## src/design/x86ild_pkg.sv

```systemverilog
// ----------------------------------------------------------------------------
// x86ild_pkg: shared types, codes and decode functions
// Request types, decode phases and the length rules of the
// 32-bit x86 instruction length decoder.
// ----------------------------------------------------------------------------
package x86ild_pkg;

  // byte values with a fixed role
  localparam logic [7:0] BYTE_LOCK      = 8'hF0;
  localparam logic [7:0] BYTE_REPNE     = 8'hF2;
  localparam logic [7:0] BYTE_REP       = 8'hF3;
  localparam logic [7:0] BYTE_OPSIZE    = 8'h66;
  localparam logic [7:0] BYTE_FPU_BASE  = 8'hD8;
  localparam logic [7:0] BYTE_ESCAPE    = 8'h0F;
  localparam logic [7:0] MODRM_NONE     = 8'hFF;

  // input request
  typedef struct packed {
    logic [7:0] code_byte;
    logic       restart;
  } in_t;

  // result request
  typedef struct packed {
    logic [3:0] instr_length;
    logic       overlong;
    logic [7:0] opcode_value;
    logic       has_modrm;
    logic       two_byte_map;
    logic       fpu_escape;
  } out_t;

  // decode phase
  typedef enum logic [2:0] {
    PH_PREFIX    = 3'd0,
    PH_AFTER_FPU = 3'd1,
    PH_OPCODE    = 3'd2,
    PH_MODRM     = 3'd3,
    PH_SKIP      = 3'd4
  } phase_t;

  // lock, rep, fs/gs, size overrides and the four legacy segment prefixes
  function automatic logic is_prefix(input logic [7:0] b);
    return b == BYTE_LOCK || b == BYTE_REPNE || b == BYTE_REP ||
           (b & 8'hFC) == 8'h64 || (b & 8'hE7) == 8'h26;
  endfunction

  function automatic logic is_fpu_escape(input logic [7:0] b);
    return (b & 8'hF8) == BYTE_FPU_BASE;
  endfunction

  function automatic logic one_byte_needs_modrm(input logic [7:0] op);
    return (op & 8'hC4) == 8'h00 ||
           ((op & 8'hF4) == 8'h60 &&
            ((op & 8'h0A) == 8'h02 || (op & 8'h09) == 8'h09)) ||
           (op & 8'hF0) == 8'h80 ||
           ((op & 8'hF8) == 8'hC0 && (op & 8'h0E) != 8'h02) ||
           (op & 8'hFC) == 8'hD0 ||
           (op & 8'hF6) == 8'hF6;
  endfunction

  function automatic logic two_byte_needs_modrm(input logic [7:0] op);
    logic none;
    none = ((op & 8'hF0) == 8'h00 && op[3:0] >= 4'h4 && (op & 8'h0D) != 8'h0D) ||
           (op & 8'hF0) == 8'h30 ||
           op == 8'h77 ||
           (op & 8'hF0) == 8'h80 ||
           ((op & 8'hF0) == 8'hA0 && op[2:0] <= 3'h2) ||
           (op & 8'hF8) == 8'hC8;
    return !none;
  endfunction

  // sib and displacement bytes after the mod r/m byte
  function automatic logic [3:0] modrm_tail(input logic [7:0] m, input logic mv);
    logic [3:0] n;
    n = 4'd0;
    if (mv) begin
      if (m[2:0] == 3'd4 && m[7:6] != 2'b11) n = n + 4'd1;
      if ((m & 8'hC5) == 8'h05) n = n + 4'd4;
      if (m[7:6] == 2'b01) n = n + 4'd1;
      if (m[7:6] == 2'b10) n = n + 4'd4;
    end
    return n;
  endfunction

  function automatic logic [3:0] immediate_size(input logic [7:0] op, input logic op16,
                                                input logic fpu, input logic esc,
                                                input logic [7:0] m, input logic mv);
    logic [3:0] osz;
    logic       reg0;
    logic [3:0] n;
    osz  = op16 ? 4'd2 : 4'd4;
    reg0 = mv && (m & 8'h30) == 8'h00;
    n    = 4'd0;
    if (fpu) begin
      n = 4'd0;
    end else if (!esc) begin
      if ((op & 8'hC7) == 8'h04 || (op & 8'hFE) == 8'h6A || (op & 8'hF0) == 8'h70 ||
          op == 8'h80 || op == 8'h83 || (op & 8'hFD) == 8'hA0 || op == 8'hA8 ||
          (op & 8'hF8) == 8'hB0 || (op & 8'hFE) == 8'hC0 || op == 8'hC6 ||
          op == 8'hCD || (op & 8'hFE) == 8'hD4 || (op & 8'hF8) == 8'hE0 ||
          op == 8'hEB || (op == 8'hF6 && reg0))
        n = 4'd1;
      else if ((op & 8'hF7) == 8'hC2)
        n = 4'd2;
      else if ((op & 8'hFC) == 8'h80 || (op & 8'hC7) == 8'h05 || (op & 8'hF8) == 8'hB8 ||
               (op & 8'hFE) == 8'hE8 || (op & 8'hFE) == 8'h68 || (op & 8'hFC) == 8'hA0 ||
               (op & 8'hEE) == 8'hA8 || op == 8'hC7 || (op == 8'hF7 && reg0))
        n = osz;
    end else begin
      if (op == 8'hBA || op == 8'h0F || (op & 8'hFC) == 8'h70 || (op & 8'hF7) == 8'hA4 ||
          op == 8'hC2 || op == 8'hC4 || op == 8'hC5 || op == 8'hC6)
        n = 4'd1;
      else if ((op & 8'hF0) == 8'h80)
        n = osz;
    end
    return n;
  endfunction

endpackage

```

## src/design/x86_instruction_length_decoder.sv

```systemverilog
// ----------------------------------------------------------------------------
// x86_instruction_length_decoder: streaming 32-bit x86 length decoder
// The final byte is held in the input register, then decoded into the result
// register, which raises out_valid; a result held by out_ready low can stall
// it between the two.
// Throughput: one code byte per cycle while out_ready keeps up; a result held
// by out_ready low stalls the input until it is taken.
// Reset: synchronous active-low rst_n empties both registers and returns the
// decoder to the prefix phase with no partial instruction.
// ----------------------------------------------------------------------------
module x86_instruction_length_decoder #(
  parameter int MAX_LENGTH = 15
) (
  input  logic              clk,
  input  logic              rst_n,
  input  logic              in_valid,
  output logic              in_ready,
  input  x86ild_pkg::in_t   in_data,
  output logic              out_valid,
  input  logic              out_ready,
  output x86ild_pkg::out_t  out_data
);

  localparam logic [3:0] MaxLen = 4'(MAX_LENGTH);

  // input register
  logic             in_valid_r;
  x86ild_pkg::in_t  in_data_r;

  // decode state
  x86ild_pkg::phase_t phase_r, phase_nxt;
  logic [3:0] byte_count_r, byte_count_nxt;
  logic       operand_16_r, operand_16_nxt;
  logic       fpu_seen_r, fpu_seen_nxt;
  logic       escape_seen_r, escape_seen_nxt;
  logic [7:0] held_opcode_r, held_opcode_nxt;
  logic [7:0] held_modrm_r, held_modrm_nxt;
  logic       modrm_valid_r, modrm_valid_nxt;
  logic [3:0] bytes_to_skip_r, bytes_to_skip_nxt;

  // result register
  logic             out_valid_r;
  x86ild_pkg::out_t out_data_r;

  logic             adv;
  logic             emit;
  x86ild_pkg::out_t result;

  assign adv       = in_valid_r && (!out_valid_r || out_ready);
  assign in_ready  = !in_valid_r || adv;
  assign out_valid = out_valid_r;
  assign out_data  = out_data_r;

  // input stage
  always_ff @(posedge clk) begin
    if (!rst_n) begin
      in_valid_r <= 1'b0;
    end else if (in_valid && in_ready) begin
      in_valid_r <= 1'b1;
    end else if (adv) begin
      in_valid_r <= 1'b0;
    end
    if (in_valid && in_ready) begin
      in_data_r <= in_data;
    end
  end

  // decode of the registered byte against the current state
  always_comb begin
    logic [7:0] b;
    logic       take;
    logic       sched;
    logic       done;
    logic [3:0] n;
    b     = in_data_r.code_byte;
    take  = 1'b0;
    sched = 1'b0;
    done  = 1'b0;
    n     = 4'd0;

    // restart drops the partial instruction before this byte
    if (in_data_r.restart) begin
      phase_nxt         = x86ild_pkg::PH_PREFIX;
      byte_count_nxt    = 4'd0;
      operand_16_nxt    = 1'b0;
      fpu_seen_nxt      = 1'b0;
      escape_seen_nxt   = 1'b0;
      held_opcode_nxt   = 8'h00;
      held_modrm_nxt    = x86ild_pkg::MODRM_NONE;
      modrm_valid_nxt   = 1'b0;
      bytes_to_skip_nxt = 4'd0;
    end else begin
      phase_nxt         = phase_r;
      byte_count_nxt    = byte_count_r;
      operand_16_nxt    = operand_16_r;
      fpu_seen_nxt      = fpu_seen_r;
      escape_seen_nxt   = escape_seen_r;
      held_opcode_nxt   = held_opcode_r;
      held_modrm_nxt    = held_modrm_r;
      modrm_valid_nxt   = modrm_valid_r;
      bytes_to_skip_nxt = bytes_to_skip_r;
    end
    byte_count_nxt = byte_count_nxt + 4'd1;

    // phase step
    case (phase_nxt)
      x86ild_pkg::PH_PREFIX: begin
        if (x86ild_pkg::is_prefix(b)) begin
          if (b == x86ild_pkg::BYTE_OPSIZE) operand_16_nxt = 1'b1;
        end else if (x86ild_pkg::is_fpu_escape(b)) begin
          fpu_seen_nxt = 1'b1;
          phase_nxt    = x86ild_pkg::PH_AFTER_FPU;
        end else if (b == x86ild_pkg::BYTE_ESCAPE) begin
          escape_seen_nxt = 1'b1;
          phase_nxt       = x86ild_pkg::PH_OPCODE;
        end else begin
          take = 1'b1;
        end
      end
      x86ild_pkg::PH_AFTER_FPU: begin
        if (b == x86ild_pkg::BYTE_ESCAPE) begin
          escape_seen_nxt = 1'b1;
          phase_nxt       = x86ild_pkg::PH_OPCODE;
        end else begin
          take = 1'b1;
        end
      end
      x86ild_pkg::PH_OPCODE: begin
        take = 1'b1;
      end
      x86ild_pkg::PH_MODRM: begin
        held_modrm_nxt  = b;
        modrm_valid_nxt = 1'b1;
        sched           = 1'b1;
      end
      default: begin
        if (bytes_to_skip_nxt != 4'd0) bytes_to_skip_nxt = bytes_to_skip_nxt - 4'd1;
        done = (bytes_to_skip_nxt == 4'd0);
      end
    endcase

    // opcode byte: fpu opcode doubles as mod r/m unless mod is register
    if (take) begin
      held_opcode_nxt = b;
      if (fpu_seen_nxt) begin
        if (b[7:6] != 2'b11) begin
          held_modrm_nxt  = b;
          modrm_valid_nxt = 1'b1;
        end
        sched = 1'b1;
      end else if (escape_seen_nxt ? x86ild_pkg::two_byte_needs_modrm(b)
                                   : x86ild_pkg::one_byte_needs_modrm(b)) begin
        phase_nxt = x86ild_pkg::PH_MODRM;
      end else begin
        sched = 1'b1;
      end
    end

    // remaining sib, displacement and immediate bytes
    if (sched) begin
      n = x86ild_pkg::modrm_tail(held_modrm_nxt, modrm_valid_nxt) +
          x86ild_pkg::immediate_size(held_opcode_nxt, operand_16_nxt, fpu_seen_nxt,
                                     escape_seen_nxt, held_modrm_nxt, modrm_valid_nxt);
      if (n == 4'd0) begin
        done = 1'b1;
      end else begin
        bytes_to_skip_nxt = n;
        phase_nxt         = x86ild_pkg::PH_SKIP;
      end
    end

    emit                = done || (byte_count_nxt >= MaxLen);
    result.instr_length = byte_count_nxt;
    result.overlong     = !done;
    result.opcode_value = held_opcode_nxt;
    result.has_modrm    = modrm_valid_nxt;
    result.two_byte_map = escape_seen_nxt;
    result.fpu_escape   = fpu_seen_nxt;

    // every result returns the state to its reset values
    if (emit) begin
      phase_nxt         = x86ild_pkg::PH_PREFIX;
      byte_count_nxt    = 4'd0;
      operand_16_nxt    = 1'b0;
      fpu_seen_nxt      = 1'b0;
      escape_seen_nxt   = 1'b0;
      held_opcode_nxt   = 8'h00;
      held_modrm_nxt    = x86ild_pkg::MODRM_NONE;
      modrm_valid_nxt   = 1'b0;
      bytes_to_skip_nxt = 4'd0;
    end
  end

  // decode state register
  always_ff @(posedge clk) begin
    if (!rst_n) begin
      phase_r         <= x86ild_pkg::PH_PREFIX;
      byte_count_r    <= 4'd0;
      operand_16_r    <= 1'b0;
      fpu_seen_r      <= 1'b0;
      escape_seen_r   <= 1'b0;
      held_opcode_r   <= 8'h00;
      held_modrm_r    <= x86ild_pkg::MODRM_NONE;
      modrm_valid_r   <= 1'b0;
      bytes_to_skip_r <= 4'd0;
    end else if (adv) begin
      phase_r         <= phase_nxt;
      byte_count_r    <= byte_count_nxt;
      operand_16_r    <= operand_16_nxt;
      fpu_seen_r      <= fpu_seen_nxt;
      escape_seen_r   <= escape_seen_nxt;
      held_opcode_r   <= held_opcode_nxt;
      held_modrm_r    <= held_modrm_nxt;
      modrm_valid_r   <= modrm_valid_nxt;
      bytes_to_skip_r <= bytes_to_skip_nxt;
    end
  end

  // result register
  always_ff @(posedge clk) begin
    if (!rst_n) begin
      out_valid_r <= 1'b0;
    end else if (adv) begin
      out_valid_r <= emit;
    end else if (out_ready) begin
      out_valid_r <= 1'b0;
    end
    if (adv && emit) begin
      out_data_r <= result;
    end
  end

endmodule
```

## config.mk

```make
export PLATFORM = sky130hd
export DESIGN_NAME = x86_instruction_length_decoder
export DESIGN_NICKNAME = d
export VERILOG_FILES = /design/src/design/x86ild_pkg.sv /design/src/design/x86_instruction_length_decoder.sv
export SDC_FILE = /design/constraint.sdc
export NUM_CORES = 1
export LEC_CHECK = 0
export ABC_AREA = 1
export BUFFER_PORTS_ARGS = -buffer_cell sky130_fd_sc_hd__buf_4
export CAP_MARGIN = 20
export CORE_UTILIZATION = 40
export CTS_CLUSTER_SIZE = 10
export DETAILED_ROUTE_END_ITERATION = 7
export GPL_ROUTABILITY_DRIVEN = 1
export SYNTH_ARGS = -nofsm -noshare
export SYNTH_HDL_FRONTEND = slang
export SYNTH_SLANG_ARGS = --single-unit
```

## constraint.sdc

```tcl
create_clock -name clk -period 10 [get_ports clk]
set_input_delay 1.5 -clock clk [delete_from_list [all_inputs] [get_ports clk]]
set_output_delay 1.5 -clock clk [all_outputs]
set_load 0.05 [all_outputs]
```

* Yosys cells after proc, flatten, opt, wreduce, memory -nomap -nowiden
Cells that the tools add are included.
** Cells by class
- Add/subtract/negate cells :: 6
- Multipliers :: 0
- Div/mod/pow operators :: 0
- $lt $le $gt $ge :: 3
- Equal/unequal tests :: 63
- Shifts and indexed selects :: 0
- Multiplexer cells :: 88
- Bitwise logic cells :: 0
- Reductions and logical operators :: 73
** Operators with widths (count)
- 8-bit == test (second input constant) :: 16
- 4-bit two-way mux :: 23
- 8-bit two-way mux :: 9
- 3-bit two-way mux :: 16
- 1-bit logical OR :: 47
- 7-bit == test (second input constant) :: 6
- 1-bit two-way mux :: 37
- 5-bit == test (second input constant) :: 6
- 6-bit == test (second input constant) :: 5
- 8-bit zero test :: 3
- 8-bit by 4-bit == test with 1-bit output (second input constant) :: 2
- 8-bit by 7-bit == test with 1-bit output (second input constant) :: 2
- 7-bit by 6-bit == test with 1-bit output (second input constant) :: 2
- 4-bit == test (second input constant) :: 3
- 6-bit by 5-bit == test with 1-bit output (second input constant) :: 2
- 1-bit logical AND :: 12
- 5-bit by 3-bit == test with 1-bit output (second input constant) :: 2
- 4-bit by 1-bit adder with 4-bit output (second input constant) :: 2
- 4-bit by 3-bit adder with 4-bit output (second input constant) :: 2
- 4-bit by 2-bit == test with 1-bit output (second input constant) :: 2
- 4-bit zero test :: 2
- 3-bit by 2-bit == test with 1-bit output (second input constant) :: 2
- 6-bit by 4-bit == test with 1-bit output (second input constant) :: 1
- 3-bit case mux with 2 select lines :: 1
- other kinds (21) :: 28
** Word-level totals
- Register bits after elaboration :: 58
- Latch bits :: 0
- Bits in writable memories :: 0
- Bits in read-only memories :: 0
- Input bits :: 13
- Output and inout port bits :: 18
- Word-level logic and storage cells :: 252
- Memories :: 0

* Longest topological paths before layout
Gate-level depths: netlist (run 1).
- Word-level depth :: 33
- Gate-level depth with buffers :: 34
- Depth with buffers taken out :: 33

* Worst setup path before layout (run 1)
No wires, ideal clock.
- Kind :: register to register
- Start point :: register in_data_r[6] in the netlist's numbering
- End point :: register out_data_r (netlist bit out_data[0]), enable pin
- Library setup time :: 0.364 ns
- Arrival :: 4.154 ns
- Data required time :: 9.636 ns
- Setup slack :: 5.482 ns
- Stages on the path, launching flop included :: 28
- Path buffers :: 2
- Clock period less this slack :: 4.518 ns
- Cells stage by stage :: edfxtp_1 > buf_2 > nor2_1 > nand2_1 > nor2_2 > nor2_1 > nor2_4 > nand2_2 > buf_4 > nand3_1 > nand2_1 > o31ai_1 > nand3_1 > a21oi_1 > ha_1 > inv_1 > nor2_1 > ha_1 > fa_1 > xnor2_1 > inv_1 > nor3_1 > nand2_2 > nand2_4 > nand2_2 > nand2_1 > nand2_2 > inv_1
** Between the ends
- Longest elaborated chain between the ends :: 33
- Elaborated cells between the ends (all ways) :: 165
- Classes of those cells :: add/sub (4); eq/ne (55); mux (48); reduce/logical (58)
** RTL lines
- start, declared :: line x86_instruction_length_decoder.sv:28 : x86ild_pkg::in_t in_data_r;
- start signal, assigned :: line x86_instruction_length_decoder.sv:64 : in_data_r <= in_data;
- parallel branches: the longest is 30 deep, another holds 8-bit == test
- 1-bit two-way mux * :: line x86_instruction_length_decoder.sv:160 : if (sched) begin
- 1-bit logical OR * :: line x86_instruction_length_decoder.sv:172 : emit = done || (byte_count_nxt >= MaxLen);
- 1-bit logical AND * :: line x86_instruction_length_decoder.sv:228 : if (adv && emit) begin
- end signal, assigned :: line x86_instruction_length_decoder.sv:229 : out_data_r <= result;
- end, declared :: line x86_instruction_length_decoder.sv:43 : x86ild_pkg::out_t out_data_r;
Mark *: on every way between the ends. The select of a mux whose other input is x is not followed.
A chain may end at the register's enable or synchronous reset.

* Final worst setup path (run 1)
- Start point :: register in_data_r[0] in the netlist's numbering
- End point :: register out_data_r (netlist bit out_data[1]), enable pin
** Between the ends
- Longest elaborated chain between the ends :: 29
- Elaborated cells between the ends (all ways) :: 149
- Classes of those cells :: add/sub (6); order compare (1); eq/ne (41); mux (60); reduce/logical (41)
** RTL lines
- 3-bit two-way mux / 1-bit two-way mux (equally long branches) :: line x86_instruction_length_decoder.sv:82 : if (in_data_r.restart) begin
- 3-bit by 2-bit == test with 1-bit output (tied with other cells) :: line x86_instruction_length_decoder.sv:106 : case (phase_nxt)
- 8-bit two-way mux (tied with other cells) :: line x86_instruction_length_decoder.sv:106
- 8-bit two-way mux (tied with other cells) :: line x86_instruction_length_decoder.sv:146 : if (b[7:6] != 2'b11) begin
- 8-bit two-way mux (tied with other cells) :: line x86_instruction_length_decoder.sv:145 : if (fpu_seen_nxt) begin
- 8-bit two-way mux / 1-bit logical OR (equally long branches) :: line x86_instruction_length_decoder.sv:143, x86ild_pkg.sv:98
- 3-bit == test (tied with other cells) :: line x86ild_pkg.sv:78 : if (m[2:0] == 3'd4 && m[7:6] != 2'b11) n = n + 4'd1;
- 1-bit logical AND / 1-bit logical OR (equally long branches) :: line x86ild_pkg.sv:78, x86ild_pkg.sv:98
- [... 13 more ...]
- 4-bit two-way mux (on tied branches) :: line x86ild_pkg.sv:77, x86ild_pkg.sv:95
- 4-bit two-way mux :: line x86_instruction_length_decoder.sv:160
- 4-bit adder :: line x86_instruction_length_decoder.sv:161 : n = x86ild_pkg::modrm_tail(held_modrm_nxt, modrm_valid_nxt) +
- 4-bit zero test :: line x86_instruction_length_decoder.sv:164 : if (n == 4'd0) begin
- 1-bit two-way mux :: line x86_instruction_length_decoder.sv:164
- 1-bit two-way mux :: line x86_instruction_length_decoder.sv:160
- 1-bit logical OR * :: line x86_instruction_length_decoder.sv:172
- 1-bit logical AND * :: line x86_instruction_length_decoder.sv:228
Mark *: on every way between the ends. The rest lies on a longest branch, timed or not. The select of a mux whose other input is x is not followed.

==> results of run 1 <==
sequential cells by signal, summed over array words and instances, names as in the netlist, 3 cells and up:
name / count
held_opcode_r: 8
phase_r: 3
bytes_to_skip_r: 4
in_data_r: 9
held_modrm_r: 7
out_data: 16
byte_count_r: 4
cell type report:
class | count | area (µm²)
well taps | 129 | 161.4
inverters | 61 | 229.0
multi-input cells | 439 | 2110
clock inverters | 7 | 95.09
clock buffers | 9 | 123.9
fillers | 958 | 4882
repair buffers | 32 | 247.7
flip-flops and latches | 57 | 1391
logic make-up after synthesis:
group / Yosys count / synth area share
xor+xnor: 4 / 0.009179
simple gates: 350 / 0.4015
buf+inv: 77 / 0.08292
fa+ha+maj: 9 / 0.03147
compound gates: 76 / 0.1105
flops: 57 / 0.3645
power by group through the flow:
| stage | registers (mW) | clock network [mW] | logic (mW) |
|---|---|---|---|
| CTS | 0.269 | 0.249 | 0.146 |
| floorplan | 0.291 | 0 | 0.0915 |
| global route | 0.271 | 0.260 | 0.165 |
| detailed placement | 0.274 | 0 | 0.146 |
| global placement | 0.274 | 0 | 0.145 |
| finish | 0.269 | 0.245 | 0.149 |
per-layer routing:
layer	global-route usage	share of wire	vias up
met5	0	0	-
met4	0.09729	0.023	0
met3	0.04216	0.045	19
met2	0.3613	0.45	121
met1	0.3189	0.48	1787
li1	-	-	1927
through the flow:
step,instance area (µm²),total power [mW]
finish,4358,0.6628
global route,4358,0.6951
CTS,4343,0.6646
detailed placement,4124,0.4202
global placement,4124,0.4191
floorplan,3817,0.3823
Yosys cell counts (2+ instances only):
master	instances	area (µm²)
xnor2_1	3	26.28
o21ai_0	16	80.08
nand4_1	10	62.56
buf_2	4	20.02
o31ai_1	2	15.01
ha_1	8	100.1
nand2_4	2	22.52
nand2_2	17	106.4
nand3b_1	7	52.55
nand3_1	51	255.2
clkbuf_1	8	30.03
nor3_1	7	35.03
inv_2	4	15.01
o211ai_1	7	52.55
buf_6	2	22.52
buf_4	2	15.01
a22oi_1	2	15.01
edfxtp_1	25	750.7
inv_1	57	214.0
dfxtp_1	32	640.6
nor2_2	5	31.28
nand2_1	191	716.9
nor2_1	54	202.7
or2_2	2	12.51
a21oi_1	44	220.2
critical path, delay by kind of cell (launching register included):
kind	cells	cell delay, ns
buffers and inverters	7	1.34
adders and majority gates	3	0.85
and+or+nand+nor	15	2.22
xor gates and xnor gates	1	0.25
DFF	1	0.67
AOI/OAI and AO/OA	2	0.33
placed cells by master (no fill, tap or decap), types with 8 or more instances in the layout:
| cell type | netlist | layout |
|---|---|---|
| clkbuf_8 | 0 | 9 |
| a21oi_1 | 44 | 44 |
| nand3_1 | 51 | 51 |
| nand2_1 | 191 | 191 |
| dfxtp_1 | 32 | 32 |
| buf_4 | 2 | 31 |
| edfxtp_1 | 25 | 25 |
| ha_1 | 8 | 8 |
| nor2_1 | 54 | 54 |
| inv_1 | 57 | 57 |
| o21ai_0 | 16 | 16 |
| nand2_2 | 17 | 17 |
| nand4_1 | 10 | 10 |
path summary, 6_finish.rpt:
check	from	end	slack, ns	cells after the start
min reg2reg	bytes_to_skip_r[1]	bytes_to_skip_r[1]	0.47	2
max reg2reg	in_data_r[0]	out_data[1]	3.93	28
min	bytes_to_skip_r[1]	bytes_to_skip_r[1]	0.47	2
max	in_data_r[0]	out_data[1]	3.93	28
==> results.yml, run 1 <==
setup_path:
  critPathLaunchType: "flip-flop"
  required_ns: 9.98
  cpPeakStageDelay_ns: 0.67
  cpMaxStageDelayCell: "edfxtp_1"
  end_kind: "flip-flop"
  cp_max_fo: 22
  worstPathArrival_ns: 6.05
  crit_type: "reg -> reg"
synth:
  synth_warnings: 0
  syn-num-nets: 595
  async_flop_share: 0
  seq_area_frac_synth: 0.3645
  synthDistinctLibCells: 36
  synth_edf_count: 25
  syn_area_um2: 3817
  syn_avg_cell_area_um2: 6.662
  synth-main-ff-cell: "dfxtp_1"
  ys_seq_elements: 57
  synthCells: 573
placed_design:
  place.gp.congestion: 0.8923
  pre_cts_slack_ns: 4.071
  io_buffers: 30
  placed_cells: 717
  hpwl_um: 7753
finish:
  finalCoreUtilization: 0.4716
  final_nets: 622
  area_delta_synth_final_pct: 14.16
  layout.cells.non_filler: 734
  drive_gt1_frac: 0.1306
  diodes: 0
outcome:
  status: "finished clean"
die:
  die_height_um: 99.69
  die_w_um: 99.69
  top_level_ports: 31
  start_util: 0.4131
  core_area_um2: 9240
  rows: 35
  dieArea_um2: 9938
route:
  drt_iter0_drc: 239
  post-route-drc-count: 0
  vias: 3854
  viasPerCell: 5.251
  routedWlPerCell_um: 14.69
  totalWireLength_um: 10780
  ant_nets: 0
  drt-pass1-iter-count: 5
global_routing:
  grtUsageTotal: 0.2331
  antenna_found_initial: 0
  grt_pass1_wl_um: 17910
  grt-ovfl-total: 0
  grt_pass1_vias: 3606
  grt_max_degree: 36
clocking:
  cts_buffers: 9
  cts.path.max_buffers: 2
  cts_resized: 0
  cts_setup_buffers: 0
  cts_tree: "done"
  clkSinkCount: 57
  clk_latency_ns: 0.35
  ctsHoldBuffers: 0
  htreeDepth: 3
  cts.clk_slew.worst_paths_ns: 0.07
  cts-root-buf: "clkbuf_8"
sta:
  worst_slew_pin_slew_ns: 0.7913
  hold_ws_ns: 0.4678
  setup_viol: 0
  clock_skew_ns: 0.009418
  setup_tns_ns: 0
  fin_ws_ns: 3.928
  fin_crit_ns: 6.072
  period_share: 0.6072
  hold_viol: 0
  fmax_mhz: 164.7
  rsz0062_at_grt: "false"
  relSlewSlack: 0.4719
  drv_slew: 0
pwr:
  p_leak_nw: 1.986
  seq_power_share: 0.406
  p_comb_frac: 0.224
  power_frac_clock: 0.369
  p_sw_frac: 0.3371
  switchingPower_mw: 0.2234
  p_int_mw: 0.4394
  vdd_drop_max_v: 0.00007595
  cellPowerDensity_nw_per_um2: 152.1
hold_path:
  hp-class: "reg -> reg"
job:
  max_cap_viol_count: 0
No activity file was read; power rests on OpenSTA's default activity.
==> run 2: changes to the inputs <==
==> constraint.sdc (replaced) <==
create_clock -name clk -period 5.7 [get_ports clk]
set_input_delay 0.855 -clock clk [delete_from_list [all_inputs] [get_ports clk]]
set_output_delay 0.855 -clock clk [all_outputs]
set_load 0.05 [all_outputs]
==> results.yml, run 2 (same netlist as run 1, synthesis figures left out) <==
hold_path:
  hp-class: "reg -> reg"
  worst_hold_path.num_cells: 2
global_routing:
  antenna_found_initial: 0
  grtUsageTotal: 0.2338
  grt_pass1_wl_um: 17880
  grt-ovfl-total: 0
  grt_pass1_vias: 3682
  grt_max_degree: 36
die:
  dieArea_um2: 9938
  start_util: 0.4131
  die_w_um: 99.69
  core_area_um2: 9240
  rows: 35
  top_level_ports: 31
  die_height_um: 99.69
sta:
  relSlewSlack: 0.6368
  setup_viol: 0
  clock_skew_ns: 0.01505
  worst_slew_pin_slew_ns: 0.5442
  period_share: 0.9186
  setup_tns_ns: 0
  rsz0062_at_grt: "false"
  fmax_mhz: 191.0
  hold_ws_ns: 0.4673
  drv_slew: 0
  fin_crit_ns: 5.236
  hold_viol: 0
clocking:
  clk_latency_ns: 0.35
  htreeDepth: 3
  cts_tree: "done"
  cts.path.max_buffers: 2
  clkSinkCount: 57
  ctsHoldBuffers: 0
  cts-root-buf: "clkbuf_8"
  cts_buffers: 9
  cts.clk_slew.worst_paths_ns: 0.07
route:
  post-route-drc-count: 0
  totalWireLength_um: 10800
  vias: 3831
  drt_iter0_drc: 234
  ant_nets: 0
  drt-pass1-iter-count: 4
  routedWlPerCell_um: 14.61
  viasPerCell: 5.184
finish:
  nFillCells: 935
  layout_commonest_cell: "nand2_1"
  diodes: 0
  postLayoutCellArea_um2: 4398
  final_nets: 627
  area_delta_synth_final_pct: 15.21
  drive_gt1_frac: 0.1377
  layout_common_cells: "191 x nand2_1, 56 x inv_1, 54 x nor2_1"
  largest_register_ffs: 16
setup_path:
  crit_type: "reg -> reg"
  end_kind: "flip-flop"
  required_ns: 5.76
  critPathLaunchType: "flip-flop"
  worstPathArrival_ns: 5.30
  cp_max_fo: 22
  r2r_cells: 27
placed_design:
  hpwl_um: 7934
  place.gp.congestion: 0.8908
  io_buffers: 30
  place_area_um2: 4159
pwr:
  power_mw: 1.117
  p_leak_nw: 2.004
  cellPowerDensity_nw_per_um2: 254.0
  vdd_drop_max_v: 0.0001806
job:
  max_cap_viol_count: 0
outcome:
  status: "finished clean"
## run 2: worst max-delay path, cell delays in order, from the launching register on
cell,delay (ns)
edfxtp_1,0.43
buf_4,0.22
nor2_1,0.34
nor2_2,0.11
nand2_1,0.08
nor2_1,0.05
nand2_2,0.25
nand2_4,0.22
nand3_1,0.15
nand2_1,0.13
o31ai_1,0.38
nand3_1,0.12
a21oi_1,0.15
ha_1,0.24
inv_1,0.05
nor2_1,0.04
ha_1,0.22
fa_1,0.38
xnor2_1,0.21
inv_1,0.06
nor3_1,0.19
nand2_2,0.13
nand2_4,0.13
nand2_2,0.09
nand2_1,0.07
nand2_2,0.14
clkinvlp_4,0.21
buf_12,0.15
## run 2: path summary, 6_finish.rpt
check / to / slack [ns] / startpoint
max reg2reg: out_data[9] / 0.46 / in_data_r[0]
max: out_data[9] / 0.46 / in_data_r[0]
min reg2reg: held_opcode_r[5] / 0.47 / held_opcode_r[5]
min: held_opcode_r[5] / 0.47 / held_opcode_r[5]
## run 2: final cells by class
class,instances,area [µm²],share of cell area
Multi-Input combinational cell,439,2115,0.4808
Sequential cell,57,1391,0.3164
Timing Repair Buffer,37,310.3,0.07055
Inverter,61,232.7,0.05292
Tap cell,129,161.4,0.03670
Clock buffer,10,127.6,0.02902
Clock inverter,6,60.06,0.01366
## run 2: stage by stage
stage	util	instances	setup slack (ns)
6_report	0.4760	739	0.4641
5_1_grt	0.4760	739	0.06329
4_1_cts	0.4704	736	0.2751
3_5_place_dp	0.4501	720	0.2933
3_3_place_gp	0.4501	720	0.5056
2_1_floorplan	-	573	1.182
## run 2: routing by layer
metal,share of wire,GRT usage,vias to the layer above
met3,0.043,0.04708,20
met2,0.47,0.3920,115
met4,0.021,0.08937,0
met1,0.47,0.2955,1755
met5,0,0,-
li1,-,-,1941
## run 2: where the power goes
group	total, mW	internal [mW]	switching (mW)
Combinational	0.272	0.0770	0.195
Sequential	0.470	0.455	0.0154
Clock	0.375	0.200	0.175
## run 2: repair_timing
action / CTS / global route
endpoints found under the setup margin: 0 / 16
buffers inserted: 0 / 2
resized for setup: 0 / 2
